**src/hdl/header_end_marker_deframer_core_macros.svh**
```systemverilog
// Assertion helpers for the deframer.
`ifndef HEADER_END_MARKER_DEFRAMER_CORE_MACROS_SVH
`define HEADER_END_MARKER_DEFRAMER_CORE_MACROS_SVH

// Property holds at every clock edge outside reset.
`define HEMD_ASSERT_ALWAYS(lbl, expr, msg) \
  lbl: assert property (@(posedge clk) disable iff (!rst_n) (expr)) else $error(msg);

// Antecedent implies consequent in the same cycle.
`define HEMD_ASSERT_IMPL(lbl, ante, cons, msg) \
  lbl: assert property (@(posedge clk) disable iff (!rst_n) (ante) |-> (cons)) else $error(msg);

`endif

```
**src/hdl/hemd_pkg.sv**
```systemverilog
`default_nettype none
package hemd_pkg;

  localparam int unsigned STORE_DEPTH_DEF = 64;
  localparam int unsigned MAX_ITEMS       = 62;
  localparam int unsigned LIMIT_W         = 6;
  localparam int unsigned BYTE_W          = 8;

  localparam logic [LIMIT_W-1:0] MAX_PAYLOAD_RST = 6'd31;
  localparam logic [LIMIT_W-1:0] MAX_ITEMS_V     = 6'd62;

  localparam logic [BYTE_W-1:0] CH_A = 8'h41;
  localparam logic [BYTE_W-1:0] CH_B = 8'h42;
  localparam logic [BYTE_W-1:0] CH_E = 8'h45;
  localparam logic [BYTE_W-1:0] CH_N = 8'h4E;
  localparam logic [BYTE_W-1:0] CH_D = 8'h44;

  // marker progress: bytes of "END" matched so far
  localparam logic [1:0] MATCH_NONE = 2'd0;
  localparam logic [1:0] MATCH_E    = 2'd1;
  localparam logic [1:0] MATCH_EN   = 2'd2;
  localparam logic [1:0] MATCH_END  = 2'd3;

  typedef enum logic [1:0] {
    ST_IDLE,
    ST_READ,
    ST_LOAD
  } ctrl_state_t;

  typedef struct packed {
    logic              error;
    logic              last;
    logic              byte_valid;
    logic [BYTE_W-1:0] payload_byte;
    logic              frame_tag;
  } out_item_t;

endpackage
`default_nettype wire

```
**src/hdl/hemd_ram.sv**
```systemverilog
`default_nettype none
module hemd_ram #(
  parameter int unsigned WIDTH = 8,
  parameter int unsigned DEPTH = 64
) (
  input  wire logic                     clk,
  input  wire logic                     wr_en,
  input  wire logic [$clog2(DEPTH)-1:0] wr_addr,
  input  wire logic [WIDTH-1:0]         wr_data,
  input  wire logic                     rd_en,
  input  wire logic [$clog2(DEPTH)-1:0] rd_addr,
  output logic      [WIDTH-1:0]         rd_data
);

  logic [WIDTH-1:0] mem [DEPTH];
  logic [WIDTH-1:0] rd_data_r;

  always_ff @(posedge clk) begin
    if (wr_en) begin
      mem[wr_addr] <= wr_data;
    end
    if (rd_en) begin
      rd_data_r <= mem[rd_addr];
    end
  end

  assign rd_data = rd_data_r;

endmodule
`default_nettype wire

```
**src/hdl/hemd_ctrl.sv**
```systemverilog
`default_nettype none
module hemd_ctrl
  import hemd_pkg::*;
#(
  parameter int unsigned STORE_DEPTH = STORE_DEPTH_DEF
) (
  input  wire logic                           clk,
  input  wire logic                           rst_n,
  input  wire logic                           in_valid,
  input  wire logic [BYTE_W-1:0]              in_byte,
  output logic                                in_ready,
  input  wire logic [LIMIT_W-1:0]             limit,
  input  wire logic                           slot_free,
  output logic                                ram_wr_en,
  output logic [$clog2(STORE_DEPTH)-1:0]      ram_wr_addr,
  output logic [BYTE_W-1:0]                   ram_wr_data,
  output logic                                ram_rd_en,
  output logic [$clog2(STORE_DEPTH)-1:0]      ram_rd_addr,
  input  wire logic [BYTE_W-1:0]              ram_rd_data,
  output logic                                item_load,
  output out_item_t                           item
);

  localparam int unsigned AW = $clog2(STORE_DEPTH);
  localparam int unsigned FW = $clog2(STORE_DEPTH + 1);
  localparam int unsigned CW = ((FW > LIMIT_W) ? FW : LIMIT_W) + 2;

  ctrl_state_t        state_r, state_nxt;
  logic               in_frame_r, in_frame_nxt;
  logic               tag_r, tag_nxt;
  logic [1:0]         match_r, match_nxt;
  logic [FW-1:0]      fill_r, fill_nxt;
  logic [LIMIT_W-1:0] emit_cnt_r, emit_cnt_nxt;
  logic [LIMIT_W-1:0] emit_len_r, emit_len_nxt;

  logic               accept;
  logic [1:0]         nm;
  logic [CW-1:0]      fill_ext;
  logic [CW-1:0]      len_full;
  logic [LIMIT_W-1:0] len;
  logic               over;
  logic               emit_last;

  assign accept = in_valid && in_ready;

  // next marker progress; a failing byte that is 'E' restarts at one
  always_comb begin
    case (match_r)
      MATCH_E:  nm = (in_byte == CH_N) ? MATCH_EN  : ((in_byte == CH_E) ? MATCH_E : MATCH_NONE);
      MATCH_EN: nm = (in_byte == CH_D) ? MATCH_END : ((in_byte == CH_E) ? MATCH_E : MATCH_NONE);
      default:  nm = (in_byte == CH_E) ? MATCH_E : MATCH_NONE;
    endcase
  end

  assign fill_ext = CW'(fill_r);
  // "EN" of the marker sits in the store and is dropped from the payload
  assign len_full = (fill_r >= FW'(2)) ? (fill_ext - CW'(2)) : '0;
  assign len      = (len_full > CW'(MAX_ITEMS)) ? MAX_ITEMS_V : len_full[LIMIT_W-1:0];
  // confirmed payload (stored bytes minus pending partial marker) above limit
  assign over     = (fill_ext + CW'(1)) > (CW'(limit) + CW'(nm));
  assign emit_last = (emit_cnt_r + LIMIT_W'(1)) == emit_len_r;

  always_ff @(posedge clk) begin
    if (!rst_n) begin
      state_r    <= ST_IDLE;
      in_frame_r <= 1'b0;
      tag_r      <= 1'b0;
      match_r    <= MATCH_NONE;
      fill_r     <= '0;
      emit_cnt_r <= '0;
      emit_len_r <= '0;
    end else begin
      state_r    <= state_nxt;
      in_frame_r <= in_frame_nxt;
      tag_r      <= tag_nxt;
      match_r    <= match_nxt;
      fill_r     <= fill_nxt;
      emit_cnt_r <= emit_cnt_nxt;
      emit_len_r <= emit_len_nxt;
    end
  end

  always_comb begin
    state_nxt         = state_r;
    in_frame_nxt      = in_frame_r;
    tag_nxt           = tag_r;
    match_nxt         = match_r;
    fill_nxt          = fill_r;
    emit_cnt_nxt      = emit_cnt_r;
    emit_len_nxt      = emit_len_r;
    in_ready          = 1'b0;
    ram_wr_en         = 1'b0;
    ram_wr_addr       = fill_r[AW-1:0];
    ram_wr_data       = in_byte;
    ram_rd_en         = 1'b0;
    ram_rd_addr       = AW'(emit_cnt_r);
    item_load         = 1'b0;
    item.frame_tag    = tag_r;
    item.payload_byte = '0;
    item.byte_valid   = 1'b0;
    item.last         = 1'b1;
    item.error        = 1'b0;

    case (state_r)
      ST_IDLE: begin
        in_ready = slot_free;
        if (accept) begin
          if (!in_frame_r) begin
            if (in_byte == CH_A || in_byte == CH_B) begin
              tag_nxt      = (in_byte == CH_B);
              in_frame_nxt = 1'b1;
              match_nxt    = MATCH_NONE;
              fill_nxt     = '0;
            end
          end else if (nm == MATCH_END) begin
            in_frame_nxt = 1'b0;
            match_nxt    = MATCH_NONE;
            fill_nxt     = '0;
            if (len == '0) begin
              item_load = 1'b1;
            end else begin
              emit_cnt_nxt = '0;
              emit_len_nxt = len;
              state_nxt    = ST_READ;
            end
          end else if (fill_r >= FW'(STORE_DEPTH)) begin
            item_load    = 1'b1;
            item.error   = 1'b1;
            in_frame_nxt = 1'b0;
            match_nxt    = MATCH_NONE;
            fill_nxt     = '0;
          end else begin
            ram_wr_en = 1'b1;
            fill_nxt  = fill_r + FW'(1);
            match_nxt = nm;
            if (over) begin
              item_load    = 1'b1;
              item.error   = 1'b1;
              in_frame_nxt = 1'b0;
              match_nxt    = MATCH_NONE;
              fill_nxt     = '0;
            end
          end
        end
      end
      ST_READ: begin
        ram_rd_en = 1'b1;
        state_nxt = ST_LOAD;
      end
      ST_LOAD: begin
        // read data holds until the next read, so waiting here is safe
        if (slot_free) begin
          item_load         = 1'b1;
          item.payload_byte = ram_rd_data;
          item.byte_valid   = 1'b1;
          item.last         = emit_last;
          if (emit_last) begin
            state_nxt = ST_IDLE;
          end else begin
            emit_cnt_nxt = emit_cnt_r + LIMIT_W'(1);
            state_nxt    = ST_READ;
          end
        end
      end
      default: begin
        state_nxt = ST_IDLE;
      end
    endcase
  end

endmodule
`default_nettype wire

```
**src/hdl/header_end_marker_deframer_core.sv**
```systemverilog
// Header/end-marker deframer. Bytes arrive on in_tdata. While hunting, bytes
// are dropped until 'A' (tag 0) or 'B' (tag 1) starts a frame; every byte after
// it is stored until the first "END", which is stripped. The frame then comes
// out one payload byte per item with the tag, tlast on the final one. An empty
// frame gives one item with byte_valid low. A payload over max_payload (values
// above 62 act as 62) gives one item with error set and the frame is dropped.
// A byte that does not close a frame leaves the block ready for the next byte.
// A closing "END" starts emission from the payload store, each payload byte
// taking a store read then an output load on its single read port; no input is
// taken until the final item is loaded. Input is also held off in any cycle
// where a result waits in the output register and out_tready is low. No
// clearing pass after reset.
`default_nettype none
`include "header_end_marker_deframer_core_macros.svh"
module header_end_marker_deframer_core
  import hemd_pkg::*;
#(
  parameter int unsigned STORE_DEPTH = STORE_DEPTH_DEF
) (
  input  wire logic               clk,
  input  wire logic               rst_n,
  // input stream
  input  wire logic               in_tvalid,
  output logic                    in_tready,
  input  wire logic [7:0]         in_tdata,   // [7:0] in_byte
  // result stream
  output logic                    out_tvalid,
  input  wire logic               out_tready,
  output logic [7:0]              out_tdata,  // [7:0] payload_byte
  output logic [2:0]              out_tuser,  // [0] frame_tag, [1] byte_valid, [2] error
  output logic                    out_tlast,
  // configuration: max_payload
  input  wire logic               cfg_wr_en,
  input  wire logic [LIMIT_W-1:0] cfg_wr_data
);

  localparam int unsigned AW = $clog2(STORE_DEPTH);

  logic [LIMIT_W-1:0] max_payload_r;
  logic [LIMIT_W-1:0] limit;

  logic               out_valid_r;
  out_item_t          out_item_r;

  logic               slot_free;
  logic               item_load;
  out_item_t          item;

  logic               ram_wr_en;
  logic [AW-1:0]      ram_wr_addr;
  logic [BYTE_W-1:0]  ram_wr_data;
  logic               ram_rd_en;
  logic [AW-1:0]      ram_rd_addr;
  logic [BYTE_W-1:0]  ram_rd_data;

  // configuration register
  always_ff @(posedge clk) begin
    if (!rst_n) begin
      max_payload_r <= MAX_PAYLOAD_RST;
    end else if (cfg_wr_en) begin
      max_payload_r <= cfg_wr_data;
    end
  end

  assign limit = (max_payload_r > MAX_ITEMS_V) ? MAX_ITEMS_V : max_payload_r;

  // output register: free when empty or being taken this cycle
  assign slot_free = !out_valid_r || out_tready;

  always_ff @(posedge clk) begin
    if (!rst_n) begin
      out_valid_r <= 1'b0;
    end else if (item_load) begin
      out_valid_r <= 1'b1;
    end else if (out_tready) begin
      out_valid_r <= 1'b0;
    end
  end

  always_ff @(posedge clk) begin
    if (item_load) begin
      out_item_r <= item;
    end
  end

  hemd_ctrl #(
    .STORE_DEPTH (STORE_DEPTH)
  ) u_ctrl (
    .clk         (clk),
    .rst_n       (rst_n),
    .in_valid    (in_tvalid),
    .in_byte     (in_tdata),
    .in_ready    (in_tready),
    .limit       (limit),
    .slot_free   (slot_free),
    .ram_wr_en   (ram_wr_en),
    .ram_wr_addr (ram_wr_addr),
    .ram_wr_data (ram_wr_data),
    .ram_rd_en   (ram_rd_en),
    .ram_rd_addr (ram_rd_addr),
    .ram_rd_data (ram_rd_data),
    .item_load   (item_load),
    .item        (item)
  );

  // payload store
  hemd_ram #(
    .WIDTH (BYTE_W),
    .DEPTH (STORE_DEPTH)
  ) u_store (
    .clk     (clk),
    .wr_en   (ram_wr_en),
    .wr_addr (ram_wr_addr),
    .wr_data (ram_wr_data),
    .rd_en   (ram_rd_en),
    .rd_addr (ram_rd_addr),
    .rd_data (ram_rd_data)
  );

  assign out_tvalid = out_valid_r;
  assign out_tdata  = out_item_r.payload_byte;
  assign out_tuser  = {out_item_r.error, out_item_r.byte_valid, out_item_r.frame_tag};
  assign out_tlast  = out_item_r.last;

  // a pending result is never overwritten
  `HEMD_ASSERT_IMPL(a_no_overwrite, item_load, slot_free, "item loaded over pending result")
  // store writes happen while parsing, reads only while emitting
  `HEMD_ASSERT_ALWAYS(a_rw_excl, !(ram_wr_en && ram_rd_en), "store read and write overlap")
  // empty or error items carry a zero byte and close the frame
  `HEMD_ASSERT_IMPL(a_novalid_item, out_tvalid && !out_tuser[1],
                    out_tdata == '0 && out_tlast, "bad empty/error item")
  // no input is taken while a frame is being emitted
  `HEMD_ASSERT_IMPL(a_no_in_on_read, ram_rd_en, !in_tready, "input taken during emission")

endmodule
`default_nettype wire

```
**config.mk**
```make
export PLATFORM = sky130hd
export DESIGN_NAME = header_end_marker_deframer_core
export DESIGN_NICKNAME = d
export VERILOG_FILES = /design/src/hdl/hemd_pkg.sv /design/src/hdl/hemd_ram.sv /design/src/hdl/hemd_ctrl.sv /design/src/hdl/header_end_marker_deframer_core.sv
export VERILOG_INCLUDE_DIRS = /design/src /design/src/hdl
export SDC_FILE = /design/constraint.sdc
export NUM_CORES = 1
export LEC_CHECK = 0
export ABC_AREA = 1
export BUFFER_PORTS_ARGS = -buffer_cell sky130_fd_sc_hd__buf_2
export CAP_MARGIN = 20
export CORE_AREA = 5 5 256 195
export CTS_CLUSTER_SIZE = 30
export DETAILED_ROUTE_END_ITERATION = 8
export DIE_AREA = 0 0 261 200
export PLACE_DENSITY = 0.7
export SLEW_MARGIN = 10
export SYNTH_ARGS = -nofsm -noshare
export SYNTH_HDL_FRONTEND = slang
export SYNTH_SLANG_ARGS = --single-unit
```
**constraint.sdc**
```tcl
create_clock -name clk -period 4 [get_ports clk]
set_input_delay 0.4 -clock clk [delete_from_list [all_inputs] [get_ports clk]]
set_output_delay 0.4 -clock clk [all_outputs]
set_load 0.01 [all_outputs]
```
==> metrics.md <==
| Metric | Value |
|---|---|
| Status | complete, no violations |
| H-Tree Depth | 2 |
| Final worst path period need | 3.72 ns |
| I/O pin count | 33 |
| # setup viols final | 0 |
| Initial antenna violation count | 2 |
| Flops & latches, synth | 564 |
| Worst setup path class | reg2reg |
| CP max stage delay | 0.47 ns |
| Core area | between 40000 and 50000 µm² |
| Share of layout cells above drive strength 1 | 0.114 |
| Dpl hpwl | 35.1 mm |
| DR pass1 iterations | 8 |
| Final instance area | roughly 26000 µm² |
| Area after DPL | 24500 µm² |
| Hold Crit Class | in2reg |
| Routability congestion estimate | about 0.87 |
| Syn_area_per_cell | about 12 µm² |
| Crit path buf inv count | 6 |
| GRT overflow | 0 |
| Critical-path maximum fanout | 10 |
| Final hold vios | 0 |
| Area Growth Syn to Fin | 12.0% |
| Cell Area, Synth | 23300 µm² |
| Total CTS buffers | 51 |
| CP Launch Type | flop |
| Hold Startpoint | cfg_wr_data[5] |
| Routed vias/inst | 5.95 |
| Die area | ~52000 µm² |
| Slowest cell on the critical path | fa_1 |
| Number of I/O port buffers | 32 |
| Clock root cell | clkbuf_16 |
| Hold Path End | max_payload_r[5] |
| PD cells | roughly 430 nW/µm² |
| DIE WIDTH | 261 µm |
| Yosys warns | 0 |
| Clk slew on worst S/H paths | around 0.070 ns |
| CP cell instances | inv_1, ha_1, inv_1, nand4_1, inv_1, nand2_1, o21ai_0, buf_4, fa_1, xnor2_1, ha_1, nand2_1, o21ai_0, nand2_1, o211ai_1, nand2_1, nand3_1, nand2_1, inv_1, nand3_1, nand2_1, buf_12 |
| Max-slew headroom | 0.346 |
| Peak supply drop | 0.494 mV |
| Critical Path Sink Type | flop |
| R2r setup slk | about 0.28 ns |
| Slew @ Worst Pin | just under 1 ns |
| 1st-iter DRT viols | between 2000 and 2500 |
| Crit-path most repeated cell | nand2_1 |
| Cell Rows | between 60 and 70 |
| Largest net degree at the start of global routing | around 160 |
| Critical R2R Launch | u_ctrl.match_r[0] |
| Hold_buf cts | 0 |
| Crit path arrival time | about 4 ns |
| Library cells used by synthesis | 39 |
| Synth Instances | between 1500 and 2000 |
| Fill count | roughly 3800 |
| TNS Setup | 0 ns |
| Seq/Total Area, Yosys | 0.714 |
| RSZ-0062 raised after global routing | no |
| Post-Route Skew | ~0.024 ns |
| First-pass GRT wire length | around 91 mm |
| Routed len/inst | between 20 and 25 µm |
| MaxCap Viol Count | 0 |
| FF/Latch Area | ~17000 µm² |
| Die H | 200 µm |
| # resized after CTS | 0 |
| Final period utilization | 0.930 |
| Hold path cells | 3 |
| Clock Latency Late Sink | about 0.58 ns |
| Multi-input combinational cell area | 5870 µm² |
| FF-to-FF path depth | 22 |
| Critical path required time | ~4.3 ns |
| Vias in the first global route | ~15000 |
| Syn_nets | roughly 2000 |
| Crit path max-delay family | adder cells |
| Drt total wl | between 60 and 70 mm |
| Most common cell after layout, fill and taps aside | edfxtp_1 |
| Leak | between 8 and 9 nW |
| Post-CTS setup buffer count | 0 |
| Initial Util | 0.495 |
| Critical R2R Capture | out_tuser[1] |
| Commonest cells after routing, fill and taps aside | 532 x edfxtp_1, 412 x nor2_1, 321 x o21ai_0 |
| GRT Util Overall | 0.226 |
| Max-slew violation count | 0 |
| Vias | ~16000 |
| Fmax | roughly 270 MHz |
| Final ANT Viol Nets | 0 |
| Final Util | 0.554 |
| Clk sink count | between 500 and 600 |
| Residual DRC | 0 |
| CTS max path bufs | 3 |
| CTS tree | built |
| Final nets | ~2000 |
worst max path at each step:
stage               depth (start not counted)              start  slack [ns]      endpoint
global placement                           21        in_tdata[1]        0.25  out_tdata[1]
floorplan                                  24  u_ctrl.match_r[0]        0.36  out_tdata[0]
detailed placement                         21        in_tdata[1]        0.19  out_tdata[5]
global route                               22  u_ctrl.match_r[0]        0.04  out_tuser[1]
finish                                     22  u_ctrl.match_r[0]        0.28  out_tuser[1]
CTS                                        22  u_ctrl.match_r[0]        0.31  out_tuser[1]
final cells by class:
cell class / instances / share of cell area
Clock inverter: 23 / 0.00566
Clock buffer: 67 / 0.0528
Tap cell: 639 / 0.0307
Inverter: 68 / 0.0100
Timing Repair Buffer: 129 / 0.0379
Sequential cell: 564 / 0.638
Antenna cell: 1 / 0.0000960
Multi-Input combinational cell: 1188 / 0.225
per-layer routing:
| metal | track usage | vias to the layer above | share of wire |
|---|---|---|---|
| li1 | - | 7204 | - |
| met1 | 0.329 | 7737 | 0.42 |
| met2 | 0.332 | 851 | 0.43 |
| met3 | 0.0673 | 133 | 0.12 |
| met4 | 0.0710 | 2 | 0.033 |
| met5 | 0 | - | 0.00022 |
cell families (layout without fill, tap and decap cells):
logic type | after synthesis | count (layout) | synth area share
XOR/XNOR | 9 | 9 | 0.00339
AO/OA/AOI/OAI | 541 | 541 | 0.130
other | 0 | 1 | 0
buffers and inverters | 187 | 287 | 0.0337
adder cells (fa/ha/maj) | 20 | 20 | 0.0111
flip-flops | 564 | 564 | 0.714
AND/OR/NAND/NOR | 618 | 618 | 0.108
where the power goes:
part / internal (mW) / switching (mW)
combinational: 0.0224 / 0.123
clock: 2.48 / 2.09
sequential: 6.45 / 0.00395
worst register-to-register path: cells and delay by family, from the launching register on:
kind,cells,cell delay [ns]
compound gates,3,0.40
fa+ha+maj,3,1.08
buf+inv,6,0.63
xor+xnor,1,0.15
simple gates,9,0.81
flops,1,0.36
flip-flops by register name, indices dropped and copies added (netlist names):
register and flops:
out_tvalid 1, u_store.rd_data 8, u_ctrl.fill_r 7, u_store.mem 512, u_ctrl.in_frame_r 1, u_ctrl.match_r 2
out_tdata 8, u_ctrl.emit_len_r 6, out_tlast 1, u_ctrl.ram_rd_addr 6, max_payload_r 6, out_tuser 3
u_ctrl.tag_r 1, u_ctrl.state_r 2
metrics by stage:
| stage | hold slack [ns] | worst slack, ns | total power [mW] | std cells |
|---|---|---|---|---|
| final | 0.0585 | 0.281 | 11.2 | 2679 |
| after global routing | 0.0583 | 0.0417 | 11.5 | 2678 |
| after CTS | 0.0469 | 0.306 | 11.2 | 2678 |
| after detailed placement | 0.446 | 0.186 | 6.72 | 2588 |
| after global placement | 0.427 | 0.245 | 6.72 | 2588 |
| after floorplan | 0.408 | 0.355 | 6.60 | 1939 |
cells in the mapped netlist (all sizes together):
master / count / area share
o22ai: 133 / 0.036
or2: 7 / 0.0019
edfxtp: 532 / 0.69
xor2: 6 / 0.0023
nand3: 40 / 0.0090
xnor2: 3 / 0.0011
o211ai: 29 / 0.0094
inv: 64 / 0.010
nor4: 1 / 0.00027
clkbuf: 74 / 0.012
o21ai: 333 / 0.072
ha: 19 / 0.010
nand4: 20 / 0.0056
buf: 45 / 0.011
nor3: 5 / 0.0011
o21bai: 5 / 0.0016
clkinv: 4 / 0.00065
a211oi: 2 / 0.00065
nor2: 419 / 0.069
dfxtp: 32 / 0.028
a31oi: 1 / 0.00027
fa: 1 / 0.00086
nand2: 126 / 0.021
o221ai: 10 / 0.0038
a21oi: 28 / 0.0063
(Power assumes the default switching activity.)
